==> src/rtl/nsc_pkg.sv <==
package nsc_pkg;

	localparam int LINE_LIMIT  = 63;
	localparam int FIELD_LIMIT = 12;
	localparam int QUEUE_DEPTH = 4;

	localparam int LINE_AW = $clog2(LINE_LIMIT);
	localparam int LINE_CW = $clog2(LINE_LIMIT + 1);
	localparam int QUEUE_AW = $clog2(QUEUE_DEPTH);
	localparam int QUEUE_CW = $clog2(QUEUE_DEPTH + 1);

	// Field buffer holds up to twelve characters, character 0 in the lowest byte
	localparam int FBUF_W = 96;

	localparam logic [7:0] CH_LF     = 8'h0A;
	localparam logic [7:0] CH_CR     = 8'h0D;
	localparam logic [7:0] CH_DOLLAR = 8'h24;
	localparam logic [7:0] CH_STAR   = 8'h2A;
	localparam logic [7:0] CH_COMMA  = 8'h2C;
	localparam logic [7:0] CH_ZERO   = 8'h30;
	localparam logic [7:0] CH_A      = 8'h41;

	localparam logic [1:0] EV_SUM_ERR = 2'd0;
	localparam logic [1:0] EV_SUM_OK  = 2'd1;
	localparam logic [1:0] EV_FIELD   = 2'd2;

	localparam logic [2:0] ST_NONE = 3'd0;
	localparam logic [2:0] ST_GSA  = 3'd1;
	localparam logic [2:0] ST_GGA  = 3'd2;
	localparam logic [2:0] ST_RMC  = 3'd3;
	localparam logic [2:0] ST_GLL  = 3'd4;
	localparam logic [2:0] ST_VTG  = 3'd5;
	localparam logic [2:0] ST_GSV  = 3'd6;

	// Sentence names packed with the first character in the lowest byte
	localparam logic [47:0] NAME_GSA = 48'h41_53_47_50_47_24;
	localparam logic [47:0] NAME_GGA = 48'h41_47_47_50_47_24;
	localparam logic [47:0] NAME_RMC = 48'h43_4D_52_50_47_24;
	localparam logic [47:0] NAME_GLL = 48'h4C_4C_47_50_47_24;
	localparam logic [47:0] NAME_VTG = 48'h47_54_56_50_47_24;
	localparam logic [47:0] NAME_GSV = 48'h56_53_47_50_47_24;

	// Command passed from the byte front end to the line walker
	typedef struct packed {
		logic               is_end;
		logic [7:0]         data;
		logic [LINE_AW-1:0] addr;
		logic [LINE_CW-1:0] seps;
		logic               sum_ok;
	} cmd_t;

	function automatic logic [2:0] sentence_type(input logic [47:0] head);
		logic [2:0] kind;
		kind = ST_NONE;
		if (head == NAME_GSA) kind = ST_GSA;
		else if (head == NAME_GGA) kind = ST_GGA;
		else if (head == NAME_RMC) kind = ST_RMC;
		else if (head == NAME_GLL) kind = ST_GLL;
		else if (head == NAME_VTG) kind = ST_VTG;
		else if (head == NAME_GSV) kind = ST_GSV;
		return kind;
	endfunction

	function automatic logic is_separator(input logic [7:0] c);
		return (c == CH_COMMA) || (c == CH_STAR);
	endfunction

endpackage

==> src/rtl/nsc_queue.sv <==
module nsc_queue import nsc_pkg::*; (
	input  logic clk,
	input  logic arst_n,
	input  logic push,
	input  cmd_t push_data,
	output logic full,
	input  logic pop,
	output cmd_t pop_data,
	output logic empty
);

	cmd_t                entry_q [QUEUE_DEPTH];
	logic [QUEUE_AW-1:0] wr_ptr_q;
	logic [QUEUE_AW-1:0] rd_ptr_q;
	logic [QUEUE_CW-1:0] count_q;

	assign full     = (count_q == QUEUE_CW'(QUEUE_DEPTH));
	assign empty    = (count_q == '0);
	assign pop_data = entry_q[rd_ptr_q];

	always_ff @(posedge clk) begin
		if (push && !full) begin
			entry_q[wr_ptr_q] <= push_data;
		end
	end

	always_ff @(posedge clk or negedge arst_n) begin
		if (!arst_n) begin
			wr_ptr_q <= '0;
			rd_ptr_q <= '0;
			count_q  <= '0;
		end else begin
			if (push && !full) begin
				wr_ptr_q <= (wr_ptr_q == QUEUE_AW'(QUEUE_DEPTH - 1)) ? '0 : wr_ptr_q + 1'b1;
			end
			if (pop && !empty) begin
				rd_ptr_q <= (rd_ptr_q == QUEUE_AW'(QUEUE_DEPTH - 1)) ? '0 : rd_ptr_q + 1'b1;
			end
			case ({push && !full, pop && !empty})
				2'b10:   count_q <= count_q + 1'b1;
				2'b01:   count_q <= count_q - 1'b1;
				default: count_q <= count_q;
			endcase
		end
	end

endmodule

==> src/rtl/nsc_front.sv <==
module nsc_front import nsc_pkg::*; (
	input  logic       clk,
	input  logic       arst_n,
	input  logic       in_valid,
	output logic       in_stall,
	input  logic [7:0] rx_byte,
	output logic       cmd_push,
	output cmd_t       cmd_data,
	input  logic       cmd_full
);

	logic [7:0]         running_xor_q;
	logic [7:0]         reported_sum_q;
	logic [1:0]         sum_phase_q;
	logic [LINE_CW-1:0] line_count_q;
	logic [LINE_CW-1:0] sep_count_q;

	logic       accept;
	logic       is_lf;
	logic       is_cr;
	logic       room;
	logic [7:0] digit;
	logic [1:0] phase_mid;

	assign in_stall = cmd_full;
	assign accept   = in_valid && !cmd_full;
	assign is_lf    = (rx_byte == CH_LF);
	assign is_cr    = (rx_byte == CH_CR);
	assign room     = (line_count_q < LINE_CW'(LINE_LIMIT));

	// Uppercase-only hex conversion, wrapping modulo 256
	assign digit     = (rx_byte >= CH_A) ? (rx_byte - CH_A + 8'd10) : (rx_byte - CH_ZERO);
	assign phase_mid = (rx_byte == CH_STAR) ? 2'd2 : sum_phase_q;

	always_comb begin
		cmd_push        = 1'b0;
		cmd_data.is_end = is_cr;
		cmd_data.data   = rx_byte;
		cmd_data.addr   = line_count_q[LINE_AW-1:0];
		cmd_data.seps   = sep_count_q;
		cmd_data.sum_ok = (running_xor_q == reported_sum_q);
		if (accept && !is_lf) begin
			if (is_cr) begin
				cmd_push = (line_count_q != '0);
			end else begin
				cmd_push = room;
			end
		end
	end

	always_ff @(posedge clk or negedge arst_n) begin
		if (!arst_n) begin
			running_xor_q  <= '0;
			reported_sum_q <= '0;
			sum_phase_q    <= '0;
			line_count_q   <= '0;
			sep_count_q    <= '0;
		end else if (accept && !is_lf) begin
			if (is_cr) begin
				running_xor_q  <= '0;
				reported_sum_q <= '0;
				sum_phase_q    <= '0;
				line_count_q   <= '0;
				sep_count_q    <= '0;
			end else begin
				if (sum_phase_q == 2'd2) begin
					reported_sum_q <= {reported_sum_q[3:0], 4'b0000} | digit;
				end
				if (phase_mid == 2'd1) begin
					running_xor_q <= running_xor_q ^ rx_byte;
				end
				sum_phase_q <= (rx_byte == CH_DOLLAR) ? 2'd1 : phase_mid;
				if (room) begin
					line_count_q <= line_count_q + 1'b1;
					if (is_separator(rx_byte)) begin
						sep_count_q <= sep_count_q + 1'b1;
					end
				end
			end
		end
	end

endmodule

==> src/rtl/nsc_back.sv <==
module nsc_back import nsc_pkg::*; (
	input  logic        clk,
	input  logic        arst_n,
	input  logic        cmd_empty,
	input  cmd_t        cmd_data,
	output logic        cmd_pop,
	output logic        out_valid,
	input  logic        out_stall,
	output logic [1:0]  event_kind,
	output logic [2:0]  sentence_kind,
	output logic [5:0]  field_number,
	output logic [3:0]  field_length,
	output logic [63:0] chars_first_eight,
	output logic [31:0] chars_last_four,
	output logic        last_of_line
);

	typedef enum logic [1:0] {
		S_IDLE,
		S_READ,
		S_PROC
	} state_t;

	logic [7:0]         line_mem [LINE_LIMIT];
	logic [7:0]         rd_data_q;

	state_t             state_q;
	logic [LINE_AW-1:0] ptr_q;
	logic [LINE_CW-1:0] seps_q;
	logic [LINE_CW-1:0] field_no_q;
	logic [3:0]         flen_q;
	logic [FBUF_W-1:0]  fbuf_q;
	logic [2:0]         sent_q;

	logic               out_valid_q;
	logic [1:0]         event_q;
	logic [2:0]         sentence_q;
	logic [5:0]         number_q;
	logic [3:0]         length_q;
	logic [FBUF_W-1:0]  chars_q;
	logic               last_q;

	logic out_free;
	logic mem_we;
	logic last_field;

	assign out_free   = !out_valid_q || !out_stall;
	assign mem_we     = (state_q == S_IDLE) && !cmd_empty && !cmd_data.is_end;
	assign last_field = ((field_no_q + 1'b1) == seps_q);

	always_comb begin
		cmd_pop = 1'b0;
		if (state_q == S_IDLE && !cmd_empty) begin
			cmd_pop = !cmd_data.is_end || out_free;
		end
	end

	always_ff @(posedge clk) begin
		if (mem_we) begin
			line_mem[cmd_data.addr] <= cmd_data.data;
		end
		rd_data_q <= line_mem[ptr_q];
	end

	always_ff @(posedge clk or negedge arst_n) begin
		if (!arst_n) begin
			state_q     <= S_IDLE;
			ptr_q       <= '0;
			seps_q      <= '0;
			field_no_q  <= '0;
			flen_q      <= '0;
			fbuf_q      <= '0;
			sent_q      <= ST_NONE;
			out_valid_q <= 1'b0;
			event_q     <= EV_SUM_ERR;
			sentence_q  <= ST_NONE;
			number_q    <= '0;
			length_q    <= '0;
			chars_q     <= '0;
			last_q      <= 1'b0;
		end else begin
			if (out_valid_q && !out_stall) begin
				out_valid_q <= 1'b0;
			end
			case (state_q)
				S_IDLE: begin
					if (!cmd_empty && cmd_data.is_end && out_free) begin
						out_valid_q <= 1'b1;
						event_q     <= cmd_data.sum_ok ? EV_SUM_OK : EV_SUM_ERR;
						sentence_q  <= ST_NONE;
						number_q    <= '0;
						length_q    <= '0;
						chars_q     <= '0;
						last_q      <= !cmd_data.sum_ok || (cmd_data.seps < LINE_CW'(2));
						ptr_q       <= '0;
						seps_q      <= cmd_data.seps;
						field_no_q  <= '0;
						flen_q      <= '0;
						fbuf_q      <= '0;
						sent_q      <= ST_NONE;
						if (cmd_data.sum_ok && cmd_data.seps >= LINE_CW'(2)) begin
							state_q <= S_READ;
						end
					end
				end
				S_READ: begin
					state_q <= S_PROC;
				end
				S_PROC: begin
					if (is_separator(rd_data_q)) begin
						if (field_no_q == '0) begin
							if (flen_q >= 4'd6) begin
								sent_q <= sentence_type(fbuf_q[47:0]);
							end
							field_no_q <= field_no_q + 1'b1;
							flen_q     <= '0;
							fbuf_q     <= '0;
							ptr_q      <= ptr_q + 1'b1;
							state_q    <= S_READ;
						end else if (out_free) begin
							out_valid_q <= 1'b1;
							event_q     <= EV_FIELD;
							sentence_q  <= sent_q;
							number_q    <= 6'(field_no_q);
							length_q    <= flen_q;
							chars_q     <= fbuf_q;
							last_q      <= last_field;
							field_no_q  <= field_no_q + 1'b1;
							flen_q      <= '0;
							fbuf_q      <= '0;
							ptr_q       <= ptr_q + 1'b1;
							// Text after the final separator forms no field
							state_q     <= last_field ? S_IDLE : S_READ;
						end
					end else begin
						if (flen_q < 4'(FIELD_LIMIT)) begin
							fbuf_q[flen_q*8 +: 8] <= rd_data_q;
							flen_q                <= flen_q + 1'b1;
						end
						ptr_q   <= ptr_q + 1'b1;
						state_q <= S_READ;
					end
				end
				default: begin
					state_q <= S_IDLE;
				end
			endcase
		end
	end

	assign out_valid         = out_valid_q;
	assign event_kind        = event_q;
	assign sentence_kind     = sentence_q;
	assign field_number      = number_q;
	assign field_length      = length_q;
	assign chars_first_eight = chars_q[63:0];
	assign chars_last_four   = chars_q[95:64];
	assign last_of_line      = last_q;

endmodule

==> src/rtl/nmea_sentence_checker_splitter.sv <==
// Flow: a CR that finds the queue empty and the walker idle gives its status through the queue
//   and output registers; with a good checksum, one field result per separator after the first.
// Throughput: one byte per cycle while the four-entry queue has room; a CR walk reads each
//   stored character from the registered line memory, then processes it.
// Reset: arst_n clears checksum, counts, queue and output valid at once; line memory is
//   not cleared, since only entries written since the last CR are ever read.
module nmea_sentence_checker_splitter import nsc_pkg::*; (
	input  logic        clk,
	input  logic        arst_n,
	input  logic        in_valid,
	output logic        in_stall,
	input  logic [7:0]  rx_byte,
	output logic        out_valid,
	input  logic        out_stall,
	output logic [1:0]  event_kind,
	output logic [2:0]  sentence_kind,
	output logic [5:0]  field_number,
	output logic [3:0]  field_length,
	output logic [63:0] chars_first_eight,
	output logic [31:0] chars_last_four,
	output logic        last_of_line
);

	// Front end: run the checksum and turn each stored byte or closing CR into a store or end-of-line transaction
	cmd_t push_data;
	cmd_t pop_data;
	logic push;
	logic pop;
	logic full;
	logic empty;

	nsc_front u_front (
		.clk      (clk),
		.arst_n   (arst_n),
		.in_valid (in_valid),
		.in_stall (in_stall),
		.rx_byte  (rx_byte),
		.cmd_push (push),
		.cmd_data (push_data),
		.cmd_full (full)
	);

	// Short queue: decouple byte intake from the line walk
	nsc_queue u_queue (
		.clk       (clk),
		.arst_n    (arst_n),
		.push      (push),
		.push_data (push_data),
		.full      (full),
		.pop       (pop),
		.pop_data  (pop_data),
		.empty     (empty)
	);

	// Back end: hold the line, report status and split fields into the output register
	nsc_back u_back (
		.clk               (clk),
		.arst_n            (arst_n),
		.cmd_empty         (empty),
		.cmd_data          (pop_data),
		.cmd_pop           (pop),
		.out_valid         (out_valid),
		.out_stall         (out_stall),
		.event_kind        (event_kind),
		.sentence_kind     (sentence_kind),
		.field_number      (field_number),
		.field_length      (field_length),
		.chars_first_eight (chars_first_eight),
		.chars_last_four   (chars_last_four),
		.last_of_line      (last_of_line)
	);

endmodule

==> config.mk <==
export PLATFORM = sky130hd
export DESIGN_NAME = nmea_sentence_checker_splitter
export DESIGN_NICKNAME = d
export VERILOG_FILES = /design/src/rtl/nsc_pkg.sv /design/src/rtl/nsc_queue.sv /design/src/rtl/nsc_front.sv /design/src/rtl/nsc_back.sv /design/src/rtl/nmea_sentence_checker_splitter.sv
export SDC_FILE = /design/constraint.sdc
export NUM_CORES = 1
export LEC_CHECK = 0
export BUFFER_PORTS_ARGS = -buffer_cell sky130_fd_sc_hd__buf_2
export CAP_MARGIN = 10
export CORE_UTILIZATION = 53
export CTS_BUF_LIST = sky130_fd_sc_hd__clkbuf_2
export CTS_CLUSTER_SIZE = 30
export DETAILED_ROUTE_END_ITERATION = 16
export PLACE_DENSITY = 0.77
export SLEW_MARGIN = 20
export SYNTH_ARGS = -nofsm -noshare
export SYNTH_HDL_FRONTEND = slang
export SYNTH_SLANG_ARGS = --single-unit
==> constraint.sdc <==
create_clock -name clk -period 2.75 [get_ports clk]
set_input_delay 0.1375 -clock clk [delete_from_list [all_inputs] [get_ports clk]]
set_output_delay 0.1375 -clock clk [all_outputs]
set_load 0.02 [all_outputs]
-- Yosys cells after proc, flatten, opt, wreduce, memory -nomap -nowiden
Memories as Yosys holds them, arrays and structs flattened. A register that Yosys moved wholly into a read port is not among the register bits.
Cells that the tools add are included.
- bits in registers: 273
- memory bits (writable): 592
- bits of input ports: 12
- output and inout bits: 114
- word-level logic and storage cells: 220
- memories: 2
- memory list (name ; words ; bits a word ; read ports ; clocked after memory_dff ; write ports ; RTL line ; text):
    u_back.line_mem ; 63 ; 8 ; 1 ; 1 ; 1 ; nsc_back.sv:24 ; logic [7:0] line_mem [LINE_LIMIT];
    u_queue.entry_q ; 4 ; 22 ; 1 ; 0 ; 1 ; nsc_queue.sv:12 ; cmd_t entry_q [QUEUE_DEPTH];
- add/subtract/negate cells: 13
- magnitude comparators: 6
- eq/ne operators: 34
- shifts and indexed selects: 2
- muxes and demuxes: 96
- bitwise gates (word level): 2
- reduce and logical (&&, ||, !) cells: 43
- operator list (kind ; count):
    96-bit two-way mux ; 8
    96-bit case mux with 2 select lines ; 2
    48-bit by 47-bit equality test with 1-bit output (second input constant) ; 6
    96-bit bitwise mux ; 1
    8-bit by 34-bit variable shift with 96-bit output (first input constant) ; 1
    8-bit by 34-bit indexed part select with 96-bit output ; 1
    6-bit two-way mux ; 15
    8-bit by 6-bit equality test with 1-bit output (second input constant) ; 5
    8-bit two-way mux ; 5
    3-bit two-way mux ; 13
    6-bit case mux with 2 select lines ; 3
    7-bit negation with 34-bit output ; 1
    4-bit two-way mux ; 8
    2-bit two-way mux ; 14
    6-bit by 1-bit adder with 6-bit output (second input constant) ; 4
    1-bit two-way mux ; 18
    3-bit case mux with 2 select lines ; 3
    8-bit by 4-bit equality test with 1-bit output (second input constant) ; 2
    4-bit case mux with 2 select lines ; 2
    2-bit nonzero test ; 6
    2-bit equality test (second input constant) ; 5
    1-bit logical AND ; 10
    5-bit AND reduction ; 2
    3-bit AND reduction ; 3
    34 further kinds ; 58

-- Longest topological paths before layout
Gate-level depths: netlist of the first run.
- depth after elaboration: 11
- depth in mapped cells: 13
- depth with buffers taken out: 13

-- By module
From an unflattened synthesis of the first run, not the netlist that was laid out.
- cell total of the unflattened synthesis: 2380
- area, all modules: 36010.8 um2
- by module, submodules not included (module ; times used ; cells each ; area an instance (um2) ; seq. area each (um2)):
    nsc_back ; 1 ; 2001 ; 30282.8 ; 21200.3
    nsc_queue ; 1 ; 155 ; 3661.0 ; 2817.7
    nsc_front ; 1 ; 224 ; 2067.0 ; 750.7

-- Worst setup path before layout of the first run
OpenSTA, ideal clock, no wires.
- path kind: reg2reg
- start point: register u_queue.rd_ptr_q[0]
- end point: memory u_back.line_mem[48][0] (enable)
- setup time: 370 ps
- arrival: 2320 ps
- required time: 2380 ps
- path slack: 60 ps
- stages on the path, launching flop included: 7
- buffers on the path: 2
- period minus slack after synthesis: 2690 ps
- cell sequence: dfrtp_1 -> buf_6 -> mux4_1 -> or3_1 -> or3_1 -> clkbuf_1 -> nor2_1
- word-level cells in the longest chain between the ends: 5
- ends and longest elaborated chain (item ; RTL line ; text):
    start, declared ; nsc_queue.sv:14 ; logic [QUEUE_AW-1:0] rd_ptr_q;
    start signal, assigned ; nsc_queue.sv:37 ; rd_ptr_q <= (rd_ptr_q == QUEUE_AW'(QUEUE_DEPTH - 1)) ? '0 : rd_ptr_q + 1'b1;
    memory 4 x 22 bit (*) ; -- ;
    1-bit logical NOT ; nsc_back.sv:48 ; assign mem_we = (state_q == S_IDLE) && !cmd_empty && !cmd_data.is_end;
    1-bit logical AND ; nsc_back.sv:48 ;
    1-bit two-way mux ; nsc_back.sv:59 ; if (mem_we) begin
    1-bit two-way mux (implied by the code) ; nsc_back.sv:60 ; line_mem[cmd_data.addr] <= cmd_data.data;
    end, declared ; nsc_back.sv:24 ;
Mark *: on every way between the ends. The rest lies on a longest branch, timed or not.

-- Worst setup path after layout of the first run
- start point: register u_queue.rd_ptr_q[0]
- end point: memory u_back.line_mem[48][5] (enable)
The elaborated chain is that of the path after synthesis.

==> results.toml, run 1 <==
[yosys]
syn-mean-instance-area_um2 = 15.2
synth.area.top_cells = "edfxtp_1 50%, dfrtp_1 19%, mux4_2 8.3%"
netlist.area_leader.share_pct = 49.5
synthFlopType = "edfxtp_1"
syn_nets = 2401
synthSimpleGateAreaFrac_pct = 10.4
ys_ff_latch = 873
syn_inst = 2361
yosys-top-cells-count = "592 x edfxtp_1, 348 x nand2_1, 273 x dfrtp_1"
synth_xor_area_share_pct = 0.875
synth-async-reset-ratio_pct = 31.3
synth_edf_count = 592
yosysSeqAreaShare_pct = 69.0
synth_top_cell_by_area = "edfxtp_1"
synth_compound_area_share_pct = 5.20
synth_top_family_by_area = "multiplexers"
yosysMostFrequentCell = "edfxtp_1"
syn_area_mm2 = 0.0359
yosysWarnings = 0
synth.distinct_cells = 97
synth.area.mux_share_pct = 11.4
synth_fa_ha_area_share_pct = 0.997

[timing]
fin_skew_ps = 118
finalSetupViolations = 0
slew_violations = 0
period_share_pct = 96.8
rsz0062_at_grt = "true"
timing.fmax_ghz = 0.376
fin_setup_tns_ps = 0
tightest_slew_ps = 882
finalCriticalPeriod_ps = 2660
finalWorstSetupSlack_ps = 89.4
maxSlewHeadroom_pct = 41.2
hold_viol = 0

[finish]
stdcell_count = 3809
postLayoutCoreUtil_pct = 61.1
nets = 2824
drive_gt1_share_pct = 29.2
fillers = 4963
final_cell_area_mm2 = 0.0409
area_growth_pct = 14.0

[die]
num_rows = 95
die_h_um = 262
core_area_mm2 = 0.0670
num_io_pins = 126
die_x_um = 262
die-area_mm2 = 0.0688
initial_core_util_pct = 53.5

[worst_setup_path]
slowest_stage = "mux4_2"
crit_type = "reg -> reg"
crit_arrival_ps = 3690
path_max_fanout = 8
path_buf_inv = 2
worstPathCellList = "mux4_2, or3_4, or3_1, buf_6, nor2_2, buf_4"
startpoint_type = "register"
rr_worst_depth = 6
reg2reg_to = "u_back.line_mem[48][5]"
critPathMaxStageDelay_ps = 580
cp.required_ps = 3780
r2r_start = "u_queue.rd_ptr_q[0]"
critical_path.top_delay_family = "simple AND/OR/NAND/NOR gates"
r2r_slack_ps = 90
endpoint_kind = "register"

[clock_tree]
cts_tree = "yes"
cts-root-buf = "clkbuf_2"
ctsHtreeMaxLevel = 4
clock_sinks = 873
clk_pin_slew_ps = 100
clk_path_buf_depth = 3
clock_latency_ps = 1420
cts_buffers = 207

[global_routing]
track_usage_pct = 24.9
grt_pass1_wl_mm = 132
grt_pass1_vias = 23217
grt_overflow_total = 0
antenna_found_initial = 1
grt_max_degree = 87

[power_and_ir_drop]
peakVddDrop_v = 0.000920
p_leak_nw = 16.2
powerDensity_mw_per_mm2 = 1020

[placed_design]
gp_congestion = 0.919
dp.cells = 3417
dp_slack_ps = -367
hpwl_mm = 54.4
place_area_mm2 = 0.0386
portBuffers = 125

[job]
drv_cap = 0

[routing]
vias = 22487
wl_per_cell_um = 22.1
first_iter_violations = 2407
first_pass_iters = 5
vias_per_cell = 5.90
drc = 0
drt_wl_total_mm = 84.0
antenna_left = 0

[worst_hold_path]
hold-path-cell-count = 4
min_from = "rx_byte[4]"
hold_class = "in -> reg"
hold_end = "u_queue.entry_q[3][17]"

[run_status]
status = "completed"
through the flow:
| step | hold slack, ps | power, mW |
|---|---|---|
| 2_1_floorplan | -158 | 27.9 |
| 3_3_place_gp | 189 | 33.1 |
| 3_5_place_dp | 198 | 33.6 |
| 4_1_cts | 57.3 | 41.9 |
| 5_1_grt | 182 | 43.9 |
| 6_report | 247 | 41.9 |
cells by family after synthesis:
family,after synthesis
adders and majority gates,28
buffers and inverters,165
muxes,234
AOI/OAI and AO/OA,243
DFF,873
and+or+nand+nor,783
xor gates and xnor gates,35
registers in the layout, summed over array words and instances, names as in the netlist, 3 cells and up:
name and count:
u_front.running_xor_q 8, u_back.ptr_q 6, u_back.field_number 6, u_back.seps_q 6, u_back.field_no_q 6, u_back.flen_q 4
u_front.reported_sum_q 8, u_front.sep_count_q 6, u_back.sentence_kind 3, u_queue.entry_q 88, u_back.field_length 4, u_back.fbuf_q 96
u_queue.count_q 3, u_front.line_count_q 6, u_back.sent_q 3, u_back.chars_q 96, u_back.rd_data_q 8, u_back.line_mem 504
worst register-to-register path, delay by kind of cell, from the launching register on:
family        cells  cell delay [ps]
simple gates      3              870
mux               1              590
flops             1              480
buf+inv           2              350
where the power goes:
part	internal, mW	leakage [nW]	total, mW	switching (mW)
Sequential	17.5	9.10	19.2	1.67
Combinational	5.50	5.66	14.5	8.96
Clock	3.22	1.41	8.25	5.04
Total	26.2	16.2	41.9	15.7
routing by layer:
metal / vias up / global-route usage [%] / wire (um)
met5: - / 0 / 0
li1: 9981 / - / -
met3: 174 / 4.97 / 6720
met4: 0 / 10.2 / 2340
met2: 1054 / 40.0 / 41100
met1: 11278 / 33.6 / 33800
layout make-up:
cell class	instances	area (um2)	share of cell area, %
antenna	3	7.51	0.0183
clock buffer	296	1480	3.62
clock inverter	62	372	0.908
inverter	31	116	0.284
multi-input combinational	1323	10500	25.6
sequential	873	24800	60.5
tap	873	1090	2.67
timing repair buffer	348	2620	6.40
worst max-delay path by stage:
stage	from	end	slack (ps)	depth (start not counted)
after CTS	u_queue.rd_ptr_q[0]	u_back.line_mem[15][1]	0.4	4
after floorplan	u_queue.rd_ptr_q[0]	u_back.line_mem[48][0]	60	6
final	u_queue.rd_ptr_q[0]	u_back.line_mem[48][5]	90	6
after detailed placement	u_back.field_no_q[0]	u_back.sent_q[1]	-370	7
after global routing	u_back.field_no_q[0]	u_back.fbuf_q[66]	-30	9
after global placement	u_back.field_no_q[0]	u_back.sent_q[1]	-220	7
timing repair:
item,in CTS,in global routing
pin swaps,0,1
hold buffers,29,0
gates resized for setup,7,33
setup endpoints to repair,164,196
endpoints found under the hold margin,670,0
setup buffers,0,2
layout by cell type, fill, tap and decap left out, drive strengths merged, types with 38 or more instances in the layout:
cell type and instances:
edfxtp 592, nand2 348, buf 320, clkbuf 297
dfrtp 273, nand3 155, mux4 137, nor2 104
mux2i 91, o21ai 51, clkinv 50, inv 38
(Power assumes the default switching activity.)
==> run 2, diff against run 1 <==
Settings changed: MAX_ROUTING_LAYER set to met4, SYNTH_HIERARCHICAL set to 1.
==> results.toml, run 2 <==
[worst_setup_path]
rr_worst_depth = 6
crit_type = "reg -> reg"
crit_arrival_ps = 3980
cp.required_ps = 4020
path_max_fanout = 21
startpoint_type = "register"
endpoint_kind = "register"

[routing]
first_pass_iters = 6
first_iter_violations = 2597
wl_per_cell_um = 22.4
drt_wl_total_mm = 85.7
vias = 22935
antenna_left = 0
drc = 0
vias_per_cell = 5.99

[finish]
drive_gt1_share_pct = 29.0
final_common_cell = "edfxtp_1"
reg_top3 = "u_back/line_mem (504), u_back/chars_q (96), u_back/fbuf_q (96)"
multi_input_area_mm2 = 0.0104
ff_latch_area_mm2 = 0.0248
postLayoutCoreUtil_pct = 61.2
largest_reg_flops = 504
largest-register = "u_back/line_mem"
nets = 2836
mostFrequentLayoutCells = "592 x edfxtp_1, 316 x nand2_1, 294 x clkbuf_2, 268 x dfrtp_1, 183 x buf_4"
area_growth_pct = 14.2
fillers = 4903

[die]
num_io_pins = 126
die-area_mm2 = 0.0690
die_h_um = 263
initial_core_util_pct = 53.6
core_area_mm2 = 0.0672
die_x_um = 263
num_rows = 95

[run_status]
status = "completed"

[clock_tree]
clk_path_buf_depth = 3
ctsHtreeMaxLevel = 4
cts_tree = "yes"
clock_sinks = 873
cts_buffers = 208
cts-root-buf = "clkbuf_2"
clk_pin_slew_ps = 110
clock_latency_ps = 1420

[yosys]
syn_inst = 2380
ys_ff_latch = 873
yosysSeqAreaShare_pct = 68.8
syn_nets = 2420
synth_top_cell_by_area = "edfxtp_1"
synthFlopType = "edfxtp_1"
yosysWarnings = 6
synth_edf_count = 592
synth-async-reset-ratio_pct = 31.3
yosys-top-cells-count = "592 x edfxtp_1, 317 x nand2_1, 273 x dfrtp_1"
netlist.area_leader.share_pct = 49.4
synth.area.top_cells = "edfxtp_1 49%, dfrtp_1 19%, mux4_2 8.4%"
syn-mean-instance-area_um2 = 15.1
synth.distinct_cells = 88
yosysMostFrequentCell = "edfxtp_1"
syn_area_mm2 = 0.0360

[timing]
fin_setup_tns_ps = 0
slew_violations = 0
finalSetupViolations = 0
period_share_pct = 98.8
tightest_slew_ps = 922
finalWorstSetupSlack_ps = 33.6
maxSlewHeadroom_pct = 38.5
timing.fmax_ghz = 0.368
fin_skew_ps = 93.5
finalCriticalPeriod_ps = 2720
hold_viol = 0

[placed_design]
portBuffers = 125
hpwl_mm = 55.5
dp_slack_ps = -18.8
gp_congestion = 0.948

[global_routing]
grt_max_degree = 112
track_usage_pct = 26.1
grt_pass1_vias = 23304
grt_overflow_total = 0
grt_pass1_wl_mm = 134
antenna_found_initial = 3

[job]
drv_cap = 0

[worst_hold_path]
hold-path-cell-count = 4
hold_class = "in -> reg"

[power_and_ir_drop]
peakVddDrop_v = 0.000716
powerDensity_mw_per_mm2 = 904
p_leak_nw = 16.1
[run 2: cell count changes in the layout (fill, tap and decap cells not counted), sizes merged, moves of 10 or more]
cell     delta
o2bb2ai    +24
clkinv     +10
o21ai      +30
nor2       +34
o31ai      +16
mux2i      -14
nand2      -31
a211oi     -12
buf        +12
o22ai      -19
nand2b     -10
a22o       -17
[run 2: cells by family after synthesis]
group / after synthesis / synth area share, %
buffers and inverters: 183 / 2.43
adder cells (fa/ha/maj): 28 / 0.994
XOR/XNOR: 36 / 0.876
AO/OA/AOI/OAI: 274 / 5.61
multiplexers: 231 / 11.3
flip-flops: 873 / 68.8
AND/OR/NAND/NOR: 755 / 9.97
[run 2: per-layer routing]
layer  wire, um  GRT usage (%)  up-vias
met5          0              -        -
met4       3000           11.0        0
met3       6890           6.03      220
met2      42000           40.6     1177
met1      33800           33.0    11477
li1           -              -    10061
[run 2: worst paths after layout]
kind | from | slack, ps | to
max in group asynchronous | arst_n | 1630 | u_queue/rd_ptr_q[0]
hold reg to reg | u_back/sentence_kind[0] | 470 | u_back/sentence_kind[0]
min in group asynchronous | arst_n | 360 | u_back/chars_q[62]
setup / recovery | u_back/ptr_q[1] | 30 | u_back/rd_data_q[6]
hold / removal | rx_byte[1] | 190 | u_queue/entry_q[1][14]
setup reg to reg | u_back/ptr_q[1] | 30 | u_back/rd_data_q[6]
[run 2: metrics by stage]
step	cells	hold WS (ps)	cell area [um2]	power, mW
floorplan	2380	-158	36000	24.3
global placement	3430	154	38800	28.4
detailed placement	3430	167	38800	28.9
CTS	3823	33.7	41000	37.1
global route	3832	81.6	41100	38.8
finish	3832	189	41100	37.2
[run 2: repair_timing]
action                                 in CTS  in global routing
setup buffers                               0                  3
setup endpoints to repair                  14                 62
hold buffers                               26                  0
endpoints found under the hold margin     649                  0
gates cloned                                0                  1
pin swaps                                   1                  3
resized for setup                           3                 15
[run 2: critical path: stages, from the launching register on]
cell and delay [ps]:
dfrtp_4 720, buf_4 370, mux4_2 350, mux2i_1 320, nor2_1 140, a2111oi_0 470
o31ai_1 190
[run 2: final cells by class]
type                    count  share of cell area [%]
repair buffers            357                    6.73
flip-flops and latches    873                    60.3
well taps                 873                    2.66
diodes                      6                  0.0365
clock buffers             294                    3.58
inverters                  32                   0.304
clock inverters            73                    1.01
multi-input cells        1324                    25.4
[run 2: where the power goes]
part	total, mW	switching, mW	internal [mW]
logic	11.6	7.79	3.85
clock network	8.26	5.05	3.21
registers	17.3	0.647	16.6
==> run 3, diff against run 2 <==
Settings changed: CORE_MARGIN set to 3.
==> results.toml, run 3 (synthesis results as in run 2) <==
[global_routing]
antenna_found_initial = 1
grt_max_degree = 105
grt_pass1_vias = 23398
track_usage_pct = 25.6
grt_overflow_total = 0
grt_pass1_wl_mm = 134

[placed_design]
gp_congestion = 0.927
portBuffers = 125
hpwl_mm = 56.3
dp_slack_ps = 6.18

[die]
initial_core_util_pct = 54.1
num_rows = 94
die_x_um = 267
core_area_mm2 = 0.0666
num_io_pins = 126
die-area_mm2 = 0.0711
die_h_um = 267

[worst_setup_path]
crit_arrival_ps = 3910
endpoint_kind = "register"
startpoint_type = "register"
path_max_fanout = 40
r2r_slack_ps = 80
crit_type = "reg -> reg"
cp.required_ps = 3990
reg2reg_to = "u_back/rd_data_q[4]"
rr_worst_depth = 6
r2r_start = "u_back/ptr_q[1]"

[worst_hold_path]
hold-path-cell-count = 4
hold_class = "in -> reg"
hold_end = "u_queue/entry_q[1][14]"
min_from = "rx_byte[1]"

[finish]
area_growth_pct = 14.2
largest_reg_flops = 504
largest-register = "u_back/line_mem"
reg_top3 = "u_back/line_mem (504), u_back/chars_q (96), u_back/fbuf_q (96)"
final_common_cell = "edfxtp_1"
nets = 2839
fillers = 4830
drive_gt1_share_pct = 28.7
mostFrequentLayoutCells = "592 x edfxtp_1, 317 x nand2_1, 290 x clkbuf_2, 269 x dfrtp_1, 198 x buf_4"

[routing]
antenna_left = 0
first_pass_iters = 5
vias_per_cell = 5.97
drc = 0
wl_per_cell_um = 22.8
drt_wl_total_mm = 87.2
vias = 22884
first_iter_violations = 2500

[power_and_ir_drop]
peakVddDrop_v = 0.000765
power_switching_share_pct = 36.3
powerDensity_mw_per_mm2 = 903
p_leak_nw = 16.1
p_total_mw = 37.1
switchingPower_mw = 13.5
p_comb_share_pct = 31.3
p_int_mw = 23.7
power_frac_clock_pct = 22.4
seqPwrFrac_pct = 46.4

[clock_tree]
clock_latency_ps = 1420
clk_pin_slew_ps = 110
cts_tree = "yes"
clk_path_buf_depth = 3
clock_sinks = 873
cts_buffers = 200
cts-root-buf = "clkbuf_2"
ctsHtreeMaxLevel = 4

[job]
drv_cap = 0

[timing]
hold_viol = 0
finalWorstSetupSlack_ps = 82.4
finalCriticalPeriod_ps = 2670
rsz0062_at_grt = "true"
slew_violations = 0
timing.fmax_ghz = 0.375
finalSetupViolations = 0
fin_skew_ps = 115
tightest_slew_ps = 919
period_share_pct = 97.0
maxSlewHeadroom_pct = 38.2

[run_status]
status = "completed"
[run 3: area by class of cell]
cell class              count  area, um2  area share (%)
inverters                  32        125           0.304
well taps                 864       1080            2.63
repair buffers            368       2750            6.69
diodes                      2       5.00          0.0122
clock buffers             290       1450            3.53
clock inverters            77        454            1.10
multi-input cells        1324      10500            25.5
flip-flops and latches    873      24800            60.3
[run 3: worst max path at each step]
stage	from	endpoint	slack (ps)	cells past startpoint
5_1_grt	u_queue/count_q[0]	u_back/fbuf_q[69]	-30	10
3_5_place_dp	rx_byte[4]	u_queue/count_q[2]	6	15
6_report	u_back/ptr_q[1]	u_back/rd_data_q[4]	80	6
2_1_floorplan	rx_byte[4]	u_queue/entry_q[3][0]	30	10
3_3_place_gp	u_queue/rd_ptr_q[0]	u_back/fbuf_q[21]	-90	5
4_1_cts	rx_byte[2]	u_queue/count_q[2]	20	17
[run 3: repair_timing]
action / 4_1_cts / 5_1_grt
pin swaps: 1 / 2
setup buffers: 1 / 4
hold buffers: 29 / 0
gates resized for setup: 2 / 13
setup endpoints to repair: 1 / 69
endpoints found under the hold margin: 641 / 0
[run 3: critical path, stage by stage (launching register included)]
cell       delay (ps)
dfrtp_4           690
buf_12            300
mux4_2            400
mux2i_1           280
nor2_1            150
a2111oi_0         530
o31ai_1           160
[run 3: per-stage QoR]
| stage | instances | TNS, ps | instance area (um2) | utilization, % | hold WS [ps] |
|---|---|---|---|---|---|
| 6_report | 3830 | 0 | 41100 | 61.8 | 188 |
| 5_1_grt | 3829 | -95.0 | 41100 | 61.8 | 91.1 |
| 4_1_cts | 3824 | 0 | 41000 | 61.6 | 6.43 |
| 3_5_place_dp | 3427 | 0 | 38800 | 58.2 | 190 |
| 3_3_place_gp | 3427 | -2370 | 38800 | 58.2 | 174 |
| 2_1_floorplan | 2380 | 0 | 36000 | - | -158 |
[run 3: power by group through the flow]
| stage | combinational [mW] | clock (mW) | sequential, mW |
|---|---|---|---|
| global route | 12.4 | 9.24 | 17.3 |
| detailed placement | 11.3 | 0 | 17.5 |
| finish | 11.6 | 8.30 | 17.2 |
| global placement | 10.9 | 0 | 17.4 |
| CTS | 11.4 | 8.53 | 17.2 |
| floorplan | 7.00 | 0 | 17.3 |
[run 3: routing by layer]
metal,GRT usage [%],share of wire [%]
met1,33.0,39
met2,39.8,49
met3,5.89,9.1
met4,10.7,3.4
met5,-,0
